File: src/hdl/hrcp_pkg.sv
// package: types, constants and helper functions of the response header and chunk parser
`default_nettype none
package hrcp_pkg;

  localparam int SIZE_BITS = 32;
  localparam int CL_W = (SIZE_BITS < 32) ? SIZE_BITS : 32;
  localparam int NAME_LEN = 14;

  localparam logic [7:0] CH_COLON = 8'h3A;
  localparam logic [7:0] CH_CR    = 8'h0D;
  localparam logic [7:0] CH_LF    = 8'h0A;
  localparam logic [7:0] CH_SPACE = 8'h20;

  localparam logic [2:0] PH_HDR  = 3'd0;
  localparam logic [2:0] PH_SIZE = 3'd1;
  localparam logic [2:0] PH_PAY  = 3'd2;
  localparam logic [2:0] PH_TRL  = 3'd3;
  localparam logic [2:0] PH_DONE = 3'd4;

  localparam logic [3:0] KIND_NAME     = 4'd0;
  localparam logic [3:0] KIND_COLON    = 4'd1;
  localparam logic [3:0] KIND_VALUE    = 4'd2;
  localparam logic [3:0] KIND_LINE_END = 4'd3;
  localparam logic [3:0] KIND_HDR_END  = 4'd4;
  localparam logic [3:0] KIND_SIZE     = 4'd5;
  localparam logic [3:0] KIND_PAYLOAD  = 4'd6;
  localparam logic [3:0] KIND_TRAILER  = 4'd7;
  localparam logic [3:0] KIND_BODY_END = 4'd8;
  localparam logic [3:0] KIND_IGNORED  = 4'd9;

  localparam logic [1:0] VAL_SKIP    = 2'd0;
  localparam logic [1:0] VAL_DIGITS  = 2'd1;
  localparam logic [1:0] VAL_STOPPED = 2'd2;

  typedef struct packed {
    logic [2:0]           phase;
    logic                 prev_cr;
    logic                 colon_seen;
    logic                 line_empty;
    logic [3:0]           name_index;
    logic                 name_match;
    logic [31:0]          length;
    logic                 hex_ended;
    logic [SIZE_BITS-1:0] size;
    logic [SIZE_BITS-1:0] left;
  } state_t;

  localparam state_t ST_RESET = '{
    phase:      PH_HDR,
    prev_cr:    1'b0,
    colon_seen: 1'b0,
    line_empty: 1'b1,
    name_index: 4'd0,
    name_match: 1'b1,
    length:     32'd0,
    hex_ended:  1'b0,
    size:       '0,
    left:       '0
  };

  typedef struct packed {
    logic [7:0]  data;
    logic [3:0]  kind;
    logic [31:0] content_length;
    logic [31:0] chunk_length;
    logic        done;
  } result_t;

  function automatic logic [7:0] name_char(input logic [3:0] idx);
    logic [7:0] c;
    case (idx)
      4'd0:    c = 8'h43;
      4'd1:    c = 8'h6F;
      4'd2:    c = 8'h6E;
      4'd3:    c = 8'h74;
      4'd4:    c = 8'h65;
      4'd5:    c = 8'h6E;
      4'd6:    c = 8'h74;
      4'd7:    c = 8'h2D;
      4'd8:    c = 8'h4C;
      4'd9:    c = 8'h65;
      4'd10:   c = 8'h6E;
      4'd11:   c = 8'h67;
      4'd12:   c = 8'h74;
      4'd13:   c = 8'h68;
      default: c = 8'h00;
    endcase
    return c;
  endfunction

  // msb flags a hex digit, low four bits give its value
  function automatic logic [4:0] hex_val(input logic [7:0] b);
    logic [4:0] r;
    logic [7:0] t;
    r = 5'd0;
    t = 8'd0;
    if (b >= 8'h30 && b <= 8'h39) begin
      t = b - 8'h30;
      r = {1'b1, t[3:0]};
    end else if (b >= 8'h61 && b <= 8'h66) begin
      t = b - 8'h57;
      r = {1'b1, t[3:0]};
    end else if (b >= 8'h41 && b <= 8'h46) begin
      t = b - 8'h37;
      r = {1'b1, t[3:0]};
    end
    return r;
  endfunction

endpackage
`default_nettype wire

File: src/hdl/http_response_header_chunk_parser.sv
// top level: input register, parser core and result register
// Tags an HTTP/1.1 response one byte per cycle unless out_stall holds it: header names,
// colons, values, line ends, the end of the headers (the body end if Content-Length is
// nonzero), else chunked size lines, payload and trailer bytes to the end of the body.
// Content-Length and the current chunk size travel with every item. Each byte passes
// the input register, then the result register; the parser state updates once per
// accepted byte, so one item is accepted every cycle while the result side keeps up.
`default_nettype none
module http_response_header_chunk_parser (
  input  var logic        clk,
  input  var logic        rst_n,
  input  var logic        in_valid,
  output logic            in_stall,
  input  var logic [7:0]  in_byte_in,
  output logic            out_valid,
  input  var logic        out_stall,
  output logic [7:0]      out_byte_out,
  output logic [3:0]      out_kind,
  output logic [31:0]     out_content_length,
  output logic [31:0]     out_chunk_length,
  output logic            out_body_done
);
  import hrcp_pkg::*;

  logic       s1_valid_r;
  logic [7:0] s1_byte_r;
  logic       out_valid_r;
  result_t    out_res_r;
  result_t    core_res;
  logic [2:0] core_phase;
  logic       advance;
  logic       step_en;

  assign advance  = !out_valid_r || !out_stall;
  assign in_stall = s1_valid_r && !advance;
  assign step_en  = s1_valid_r && advance;

  hrcp_core u_core (
    .clk     (clk),
    .rst_n   (rst_n),
    .step_en (step_en),
    .b       (s1_byte_r),
    .res     (core_res),
    .phase   (core_phase)
  );

  always_ff @(posedge clk) begin
    if (!rst_n) begin
      s1_valid_r <= 1'b0;
    end else if (!in_stall) begin
      s1_valid_r <= in_valid;
    end
  end

  always_ff @(posedge clk) begin
    if (!in_stall && in_valid) begin
      s1_byte_r <= in_byte_in;
    end
  end

  always_ff @(posedge clk) begin
    if (!rst_n) begin
      out_valid_r <= 1'b0;
    end else if (advance) begin
      out_valid_r <= s1_valid_r;
    end
  end

  always_ff @(posedge clk) begin
    if (step_en) begin
      out_res_r <= core_res;
    end
  end

  assign out_valid          = out_valid_r;
  assign out_byte_out       = out_res_r.data;
  assign out_kind           = out_res_r.kind;
  assign out_content_length = out_res_r.content_length;
  assign out_chunk_length   = out_res_r.chunk_length;
  assign out_body_done      = out_res_r.done;

  a_done_kind: assert property (@(posedge clk) disable iff (!rst_n)
    out_valid_r && out_res_r.done |->
      (out_res_r.kind == KIND_HDR_END) || (out_res_r.kind == KIND_BODY_END))
    else $error("body done on a byte that is not a line end");

  a_done_phase: assert property (@(posedge clk) disable iff (!rst_n)
    out_valid_r && out_res_r.done |-> (core_phase == PH_DONE))
    else $error("parser left the done phase after the body ended");

  a_accept_load: assert property (@(posedge clk) disable iff (!rst_n)
    in_valid && !in_stall |=> s1_valid_r)
    else $error("accepted item lost at the input register");

  a_ignored_after: assert property (@(posedge clk) disable iff (!rst_n)
    step_en && (core_phase == PH_DONE) |=> (out_res_r.kind == KIND_IGNORED))
    else $error("byte after the end not tagged as ignored");

endmodule
`default_nettype wire

File: src/hdl/hrcp_hdr.sv
// header line logic: name match, colon split, content length digits, line ends
`default_nettype none
module hrcp_hdr (
  input  var hrcp_pkg::state_t st,
  input  var logic [7:0]       b,
  output hrcp_pkg::state_t     st_nxt,
  output logic [3:0]           kind,
  output logic                 done
);
  import hrcp_pkg::*;

  logic        crlf;
  logic [3:0]  digit;
  logic [7:0]  digit_w;
  logic [35:0] len_prod;
  logic        is_digit;

  assign crlf     = (b == CH_CR) || (b == CH_LF);
  assign is_digit = (b >= 8'h30) && (b <= 8'h39);
  assign digit_w  = b - 8'h30;
  assign digit    = digit_w[3:0];
  assign len_prod = {1'b0, st.length, 3'b000} + {3'b000, st.length, 1'b0}
                    + {32'd0, digit};

  always_comb begin
    st_nxt = st;
    kind   = KIND_NAME;
    done   = 1'b0;
    if (b == CH_LF && st.prev_cr) begin
      st_nxt.prev_cr = 1'b0;
      if (st.line_empty) begin
        kind = KIND_HDR_END;
        if (st.length != 32'd0) begin
          st_nxt.phase = PH_DONE;
          done         = 1'b1;
        end else begin
          st_nxt.phase     = PH_SIZE;
          st_nxt.size      = '0;
          st_nxt.hex_ended = 1'b0;
        end
      end else begin
        kind              = KIND_LINE_END;
        st_nxt.colon_seen = 1'b0;
        st_nxt.line_empty = 1'b1;
        st_nxt.name_index = 4'd0;
        st_nxt.name_match = 1'b1;
      end
    end else begin
      if (!st.colon_seen) begin
        if (b == CH_COLON) begin
          kind              = KIND_COLON;
          st_nxt.colon_seen = 1'b1;
          if (st.name_match && st.name_index == 4'(NAME_LEN)) begin
            st_nxt.length     = 32'd0;
            st_nxt.name_index = 4'd0;
          end else begin
            st_nxt.name_match = 1'b0;
          end
        end else begin
          kind = crlf ? KIND_LINE_END : KIND_NAME;
          if (st.name_match && st.name_index < 4'(NAME_LEN)
              && b == name_char(st.name_index)) begin
            st_nxt.name_index = st.name_index + 4'd1;
          end else begin
            st_nxt.name_match = 1'b0;
          end
        end
      end else begin
        kind = crlf ? KIND_LINE_END : KIND_VALUE;
        if (st.name_match) begin
          if (st.name_index == 4'(VAL_SKIP) && b == CH_SPACE) begin
            st_nxt.name_index = st.name_index;
          end else if (st.name_index < 4'(VAL_STOPPED) && is_digit) begin
            st_nxt.name_index = 4'(VAL_DIGITS);
            if (len_prod[35:32] != 4'd0) begin
              st_nxt.length = 32'hFFFF_FFFF;
            end else begin
              st_nxt.length = len_prod[31:0];
            end
          end else begin
            st_nxt.name_index = 4'(VAL_STOPPED);
          end
        end
      end
      st_nxt.line_empty = st.line_empty && (b == CH_CR) && !st.prev_cr;
      st_nxt.prev_cr    = (b == CH_CR);
    end
  end

endmodule
`default_nettype wire

File: src/hdl/hrcp_core.sv
// parser state register and per-byte next-state logic for all phases
`default_nettype none
module hrcp_core (
  input  var logic              clk,
  input  var logic              rst_n,
  input  var logic              step_en,
  input  var logic [7:0]        b,
  output hrcp_pkg::result_t     res,
  output logic [2:0]            phase
);
  import hrcp_pkg::*;

  state_t               st_r;
  state_t               st_nxt;
  state_t               hdr_st;
  logic   [3:0]         hdr_kind;
  logic                 hdr_done;
  logic   [3:0]         kind;
  logic                 done;
  logic   [4:0]         hx;
  logic   [SIZE_BITS+3:0] size_prod;
  logic   [SIZE_BITS-1:0] left_dec;

  hrcp_hdr u_hdr (
    .st     (st_r),
    .b      (b),
    .st_nxt (hdr_st),
    .kind   (hdr_kind),
    .done   (hdr_done)
  );

  assign hx        = hex_val(b);
  assign size_prod = {st_r.size, 4'b0000} | {{SIZE_BITS{1'b0}}, hx[3:0]};
  assign left_dec  = (st_r.left != '0) ? st_r.left - SIZE_BITS'(1) : st_r.left;

  always_comb begin
    st_nxt = st_r;
    kind   = KIND_IGNORED;
    done   = 1'b0;
    case (st_r.phase)
      PH_HDR: begin
        st_nxt = hdr_st;
        kind   = hdr_kind;
        done   = hdr_done;
      end
      PH_SIZE: begin
        kind = KIND_SIZE;
        if (b == CH_LF && st_r.prev_cr) begin
          st_nxt.prev_cr = 1'b0;
          if (st_r.size == '0) begin
            kind         = KIND_BODY_END;
            done         = 1'b1;
            st_nxt.phase = PH_DONE;
          end else begin
            st_nxt.left  = st_r.size;
            st_nxt.phase = PH_PAY;
          end
        end else begin
          if (hx[4] && !st_r.hex_ended) begin
            if (size_prod[SIZE_BITS+3:SIZE_BITS] != 4'd0) begin
              st_nxt.size = '1;
            end else begin
              st_nxt.size = size_prod[SIZE_BITS-1:0];
            end
          end else begin
            st_nxt.hex_ended = 1'b1;
          end
          st_nxt.prev_cr = (b == CH_CR);
        end
      end
      PH_PAY: begin
        kind = KIND_PAYLOAD;
        if (left_dec == '0) begin
          st_nxt.phase = PH_TRL;
          st_nxt.left  = SIZE_BITS'(2);
        end else begin
          st_nxt.left = left_dec;
        end
      end
      PH_TRL: begin
        kind        = KIND_TRAILER;
        st_nxt.left = left_dec;
        if (left_dec == '0) begin
          st_nxt.phase     = PH_SIZE;
          st_nxt.size      = '0;
          st_nxt.hex_ended = 1'b0;
          st_nxt.prev_cr   = 1'b0;
        end
      end
      default: begin
        kind = KIND_IGNORED;
      end
    endcase
  end

  always_ff @(posedge clk) begin
    if (!rst_n) begin
      st_r <= ST_RESET;
    end else if (step_en) begin
      st_r <= st_nxt;
    end
  end

  assign res.data           = b;
  assign res.kind           = kind;
  assign res.content_length = st_nxt.length;
  assign res.chunk_length   = 32'(st_nxt.size[CL_W-1:0]);
  assign res.done           = done;
  assign phase              = st_r.phase;

endmodule
`default_nettype wire
File: config.mk
export PLATFORM = sky130hd
export DESIGN_NAME = http_response_header_chunk_parser
export DESIGN_NICKNAME = d
export VERILOG_FILES = /design/src/hdl/hrcp_pkg.sv /design/src/hdl/http_response_header_chunk_parser.sv /design/src/hdl/hrcp_hdr.sv /design/src/hdl/hrcp_core.sv
export SDC_FILE = /design/constraint.sdc
export NUM_CORES = 1
export LEC_CHECK = 0
export BUFFER_PORTS_ARGS = -buffer_cell sky130_fd_sc_hd__buf_2
export CORE_UTILIZATION = 50
export DETAILED_ROUTE_END_ITERATION = 8
export HOLD_SLACK_MARGIN = 0.03
export PLACE_DENSITY = 0.81
export SYNTH_ARGS = -nofsm -noshare
export SYNTH_HDL_FRONTEND = slang
export SYNTH_SLANG_ARGS = --single-unit
export TNS_END_PERCENT = 1
File: constraint.sdc
create_clock -name clk -period 5.25 [get_ports clk]
set_input_delay 1.3125 -clock clk [delete_from_list [all_inputs] [get_ports clk]]
set_output_delay 1.3125 -clock clk [all_outputs]
set_load 0.01 [all_outputs]
* Yosys cells after proc, flatten, opt, wreduce, memory -nomap -nowiden
Memories as Yosys holds them, arrays and structs flattened. A register that Yosys moved wholly into a read port is not among the register bits. Cells that the tools add are included.
Storage, ports and cells: register bits 195, ROM bits 112, input bits 12, output and inout port bits 79, memories kept 1
Cells by class: add/subtract/negate cells 7, magnitude comparators 8, eq/ne operators 25, mux-type cells 70, bitwise logic cells 1, reductions and logical operators 43
Memory list:
- (name not given) | words 16, width 7, rd ports 1, clocked after Yosys merged registers in 1, wr ports 0, RTL line hrcp_pkg.sv:71 | case (idx)
Operator list (number):
- 32-bit 2-to-1 mux | 15
- 33-bit 2-to-1 mux | 5
- 33-bit one-hot mux with 3 select lines | 1
- 32-bit one-hot mux with 3 select lines | 1
- 32-bit logical NOT | 2
- 32-bit nonzero test | 2
- 4-bit 2-to-1 mux | 11
- 35-bit by 33-bit adder with 36-bit output | 1
- 36-bit by 4-bit adder with 36-bit output | 1
- 36-bit by 4-bit bitwise OR with 36-bit output | 1
- 8-bit 2-to-1 mux | 4
- 32-bit by 1-bit subtractor with 32-bit output, second input constant | 1
- 3-bit 2-to-1 mux | 7
- 5-bit 2-to-1 mux | 4
- 8-bit by 4-bit == test with 1-bit output, second input constant | 2
- 8-bit by 6-bit == test with 1-bit output, second input constant | 2
- 8-bit by 7-bit greater-or-equal comparator with 1-bit output, second input constant | 2
- 8-bit by 7-bit <= comparator with 1-bit output, second input constant | 2
- 4-bit one-hot mux with 4 select lines | 1
- 4-bit nonzero test | 4
- 1-bit logical AND | 15
- 7-bit AND reduction | 2
- 1-bit 2-to-1 mux | 13
- 2-bit inequality test, second input constant | 6
- other kinds (30) | 49

* Depth between registers and ports, before layout
word-level depth 12, depth in mapped cells 16, gate-level depth less buffers 14

* Modules after synthesis
A second synthesis with hierarchy kept.
Unflattened totals: cell total of the unflattened synthesis 1672, area total of the unflattened synthesis 14127.3 µm²
By module, submodules not included:
- hrcp_core | instances 1, cells each 1053, area each 7647.3 µm², sequential area each 2162.1 µm²
- hrcp_hdr | instances 1, cells each 526, area each 3843.7 µm², sequential area each 0.0 µm²
- http_response_header_chunk_parser | instances 1, cells each 93, area each 2636.3 µm², sequential area each 2592.5 µm²

* Worst setup path after synthesis
OpenSTA, ideal clock, no wires.
path type input port to flip-flop, from in out_stall, to reg u_core.st_r[91] (netlist bit), library setup time 0.124 ns, arrival time 4.941 ns, data required time 5.126 ns, slack 0.185 ns, stages on the path 7, path buffers 1, cell sequence nand2_1 nand2_1 clkinv_1 clkbuf_1 a21oi_1 o21ai_0 a21oi_1
Between the ends: word-level cells in the longest chain between the ends 3
Ends and longest elaborated chain:
- start, declared | RTL line http_response_header_chunk_parser.sv:16 | input var logic out_stall,
- 1-bit logical NOT | RTL line http_response_header_chunk_parser.sv:34 | assign advance = !out_valid_r || !out_stall;
- 1-bit logical OR | RTL line http_response_header_chunk_parser.sv:34
- 1-bit logical AND | RTL line http_response_header_chunk_parser.sv:36 | assign step_en = s1_valid_r && advance;
- via step_en | RTL line http_response_header_chunk_parser.sv:32 | logic step_en;
- end signal, assigned | RTL line hrcp_core.sv:100 | st_r <= st_nxt;
- end, declared | RTL line hrcp_core.sv:13 | state_t st_r;
The timed path passes the listed nets, and every way through them passes these cells. A chain may end at the register's enable or synchronous reset.

==> summary.md <==
| Metric | Value |
|---|---|
| Cell Area, Synth | `12900 sq um` |
| Hold Crit Class | `reg2reg` |
| Leakage | `5.85 nW` |
| Sequential area share after synthesis | `38.0%` |
| Pwr dens | `249 nW/um^2` |
| First-pass GRT wire length | `59.8 mm` |
| Clock network fraction of total power | `49.5%` |
| HP Start | `s1_valid_r` |
| Postcts setup bufs | `0` |
| Cell taking the most area after synthesis | `edfxtp_1` |
| Yosys warning count | `0` |
| Outcome | `completed` |
| Max-slew violations | `0` |
| Fraction of registers with async set or reset after synthesis | `0%` |
| Most common cell after layout, fill and taps aside | `nand2_1` |
| H-tree levels | `1` |
| 1st-pass router iterations | `6` |
| TritonCTS clock tree | `yes` |
| Slew headroom | `15.5%` |
| Combinational power share | `3.6%` |
| GRT overflow | `0` |
| Layout cell share with drive strength beyond 1 | `12.2%` |
| Syn_nets | `1600` |
| Sw frac | `22.6%` |
| Worst setup EP type | `flop` |
| IO buf count | `90` |
| Initial DRC count | `1467` |
| Worst reg-to-reg path cell count | `11` |
| Crit Path Category | `reg2reg` |
| WHS Path Cells | `2` |
| Most frequent cells in the layout | `186 x nand2_1, 131 x nor2_1, 125 x o21ai_0` |
| Worst reg-to-reg setup slack | `0.47 ns` |
| Core area | `25200 sq um` |
| CTS sink cnt | `202` |
| Final Hold Viols | `0` |
| Gr usage total | `28.0%` |
| Largest net degree at the start of global routing | `43` |
| Distinct cell type count of the synthesized netlist | `81` |
| Startpoint Class | `flop` |
| Via count | `12233` |
| Setup TNS | `0 ns` |
| Hold bufs inserted after CTS | `0` |
| Critical path origin | `u_core.st_r[14]` |
| Most used DFF post-synth | `dfxtp_1` |
| Worst-skew pair later-pin latency | `0.55 ns` |
| CTS Buffer Depth | `3` |
| Initial Util | `51.1%` |
| Switch Pwr | `0.810 mW` |
| RSZ-0062 raised after global routing | `no` |
| Worst EP arrival | `5.03 ns` |
| FF-to-FF Start | `u_core.st_r[14]` |
| Vias per cell | `6.42` |
| Initial antenna violation count | `1` |
| GPL Wtd Cong | `0.983` |
| TritonCTS buffer count | `23` |
| Post-layout util | `57.1%` |
| Final #Nets | `1649` |
| Final period util | `91.1%` |
| Die ar. | `26400 sq um` |
| # setup viols final | `0` |
| Root Driver | `clkbuf_16` |
| Top cells by area, synth | `edfxtp_1 20%, dfxtp_1 18%, ha_1 7.7%, nand2_1 5.4%, o21ai_0 4.9%` |
| Share of the synthesized area in the top cell type | `19.8%` |
| Floorplan row count | `58` |
| DRC Markers | `0` |
| WL final | `37.2 mm` |
| Io pins | `91` |
| Post_cts resized | `0` |
| Min cycle time layout | `4.78 ns` |
| Sequential Power Share | `46.9%` |
| Fmax | `0.209 GHz` |
| Mapped Avg Cell Area | `8.54 sq um` |
| Routed len/inst | `19.6 um` |
| Clock Skews | `0.0264 ns` |
| Die Width | `162 um` |
| Flops & latches, synth | `202` |
| Post-DRT Antenna Nets | `0` |
| Area delta synth->final | `11.8%` |
| Slew @ Worst Pin | `1.27 ns` |
| CP Data Required Time | `5.50 ns` |
| Reg clk slew, reported paths | `0.06 ns` |
| Maximum vdd drop | `0.208 mV` |
| Vias in the first global route | `11466` |
| Critical Path Fanout Max | `28` |
| Die Y-Extent | `162 um` |
| Pint | `2.77 mW` |
| Post-synthesis cell count | `1507` |
| EDFF count, synth | `85` |
| Max cap viols | `0` |
| DP HPWL | `26.1 mm` |
==> worst max-delay path, cell delays in order, from the launching register on <==
cell       delay [ns]
dfxtp_1          0.39
or4_4            0.59
nor4_1           0.61
nand4_1          0.16
buf_4            0.22
or4_1            0.42
a2111oi_0        0.44
nor4bb_4         0.38
a41oi_2          0.28
or2_1            0.67
nand2_1          0.19
o21ai_0          0.11
==> metal layers <==
layer / up-vias / part of all wire [%] / routed length [um] / global-route usage (%)
met2: 591 / 44 / 16600 / 44.1
li1: 5748 / - / - / -
met5: - / 0 / 0 / 0
met3: 104 / 8.2 / 3060 / 4.05
met4: 0 / 3.4 / 1270 / 10.8
met1: 5790 / 44 / 16300 / 38.8
==> cells in the mapped netlist, drive strengths merged, types with 30 or more instances <==
cell type	count
nand3	50
clkbuf	77
dfxtp	117
nor2	131
ha	79
edfxtp	85
nor4	37
nand2	187
a21o	30
a21oi	92
inv	39
o21ai	135
nor3	33
==> flip-flops by register name (all words and copies together), names as in the netlist, named ones only <==
signal / flops
out_body_done: 1
s1_valid_r: 1
s1_byte_r: 8
out_valid: 1
u_core.st_r: 105
u_core.phase: 3
out_content_length: 32
out_kind: 4
out_chunk_length: 32
out_byte_out: 8
==> stage by stage <==
stage                     setup slack [ns]  hold slack [ns]  cells  power [mW]  area (sq um)
final                                0.468            0.484   1904        3.58         14400
after detailed placement             0.554            0.477   1861        1.84         13600
after CTS                            0.525            0.488   1903        3.59         14400
after global placement               0.801            0.463   1861        1.84         13600
after floorplan                      0.185            0.450   1507        1.79         12900
after global routing                 0.126            0.526   1903        3.66         14400
==> area by class of cell <==
class	count	area, sq um
Antenna cell	1	2.50
Inverter	41	156
Clock buffer	30	643
Timing Repair Buffer	117	653
Tap cell	330	413
Multi-Input combinational cell	1171	7440
Sequential cell	202	4890
Clock inverter	12	186
Fill cell	2202	10800
==> cells by family (layout without fill, tap and decap cells) <==
logic type | count (synthesis) | after routing | synth area share (%)
and+or+nand+nor | 557 | 557 | 21.2
AOI/OAI and AO/OA | 479 | 479 | 24.7
muxes | 9 | 9 | 0.710
other | 0 | 1 | 0
DFF | 202 | 202 | 38.0
buffers and inverters | 134 | 200 | 4.22
xor gates and xnor gates | 45 | 45 | 3.06
adders and majority gates | 81 | 81 | 7.99
==> path summary, 6_finish.rpt <==
kind,end
max,out_chunk_length[28]
min,out_valid
max reg2reg,out_chunk_length[28]
min reg2reg,out_valid
==> power groups by stage <==
stage          clock [mW]  sequential [mW]  combinational (mW)
6_report             1.77             1.68               0.129
5_1_grt              1.84             1.68               0.139
4_1_cts              1.78             1.68               0.128
3_5_place_dp            0             1.71               0.128
3_3_place_gp            0             1.71               0.126
2_1_floorplan           0             1.73              0.0594
No activity file was read; power rests on OpenSTA's default activity.
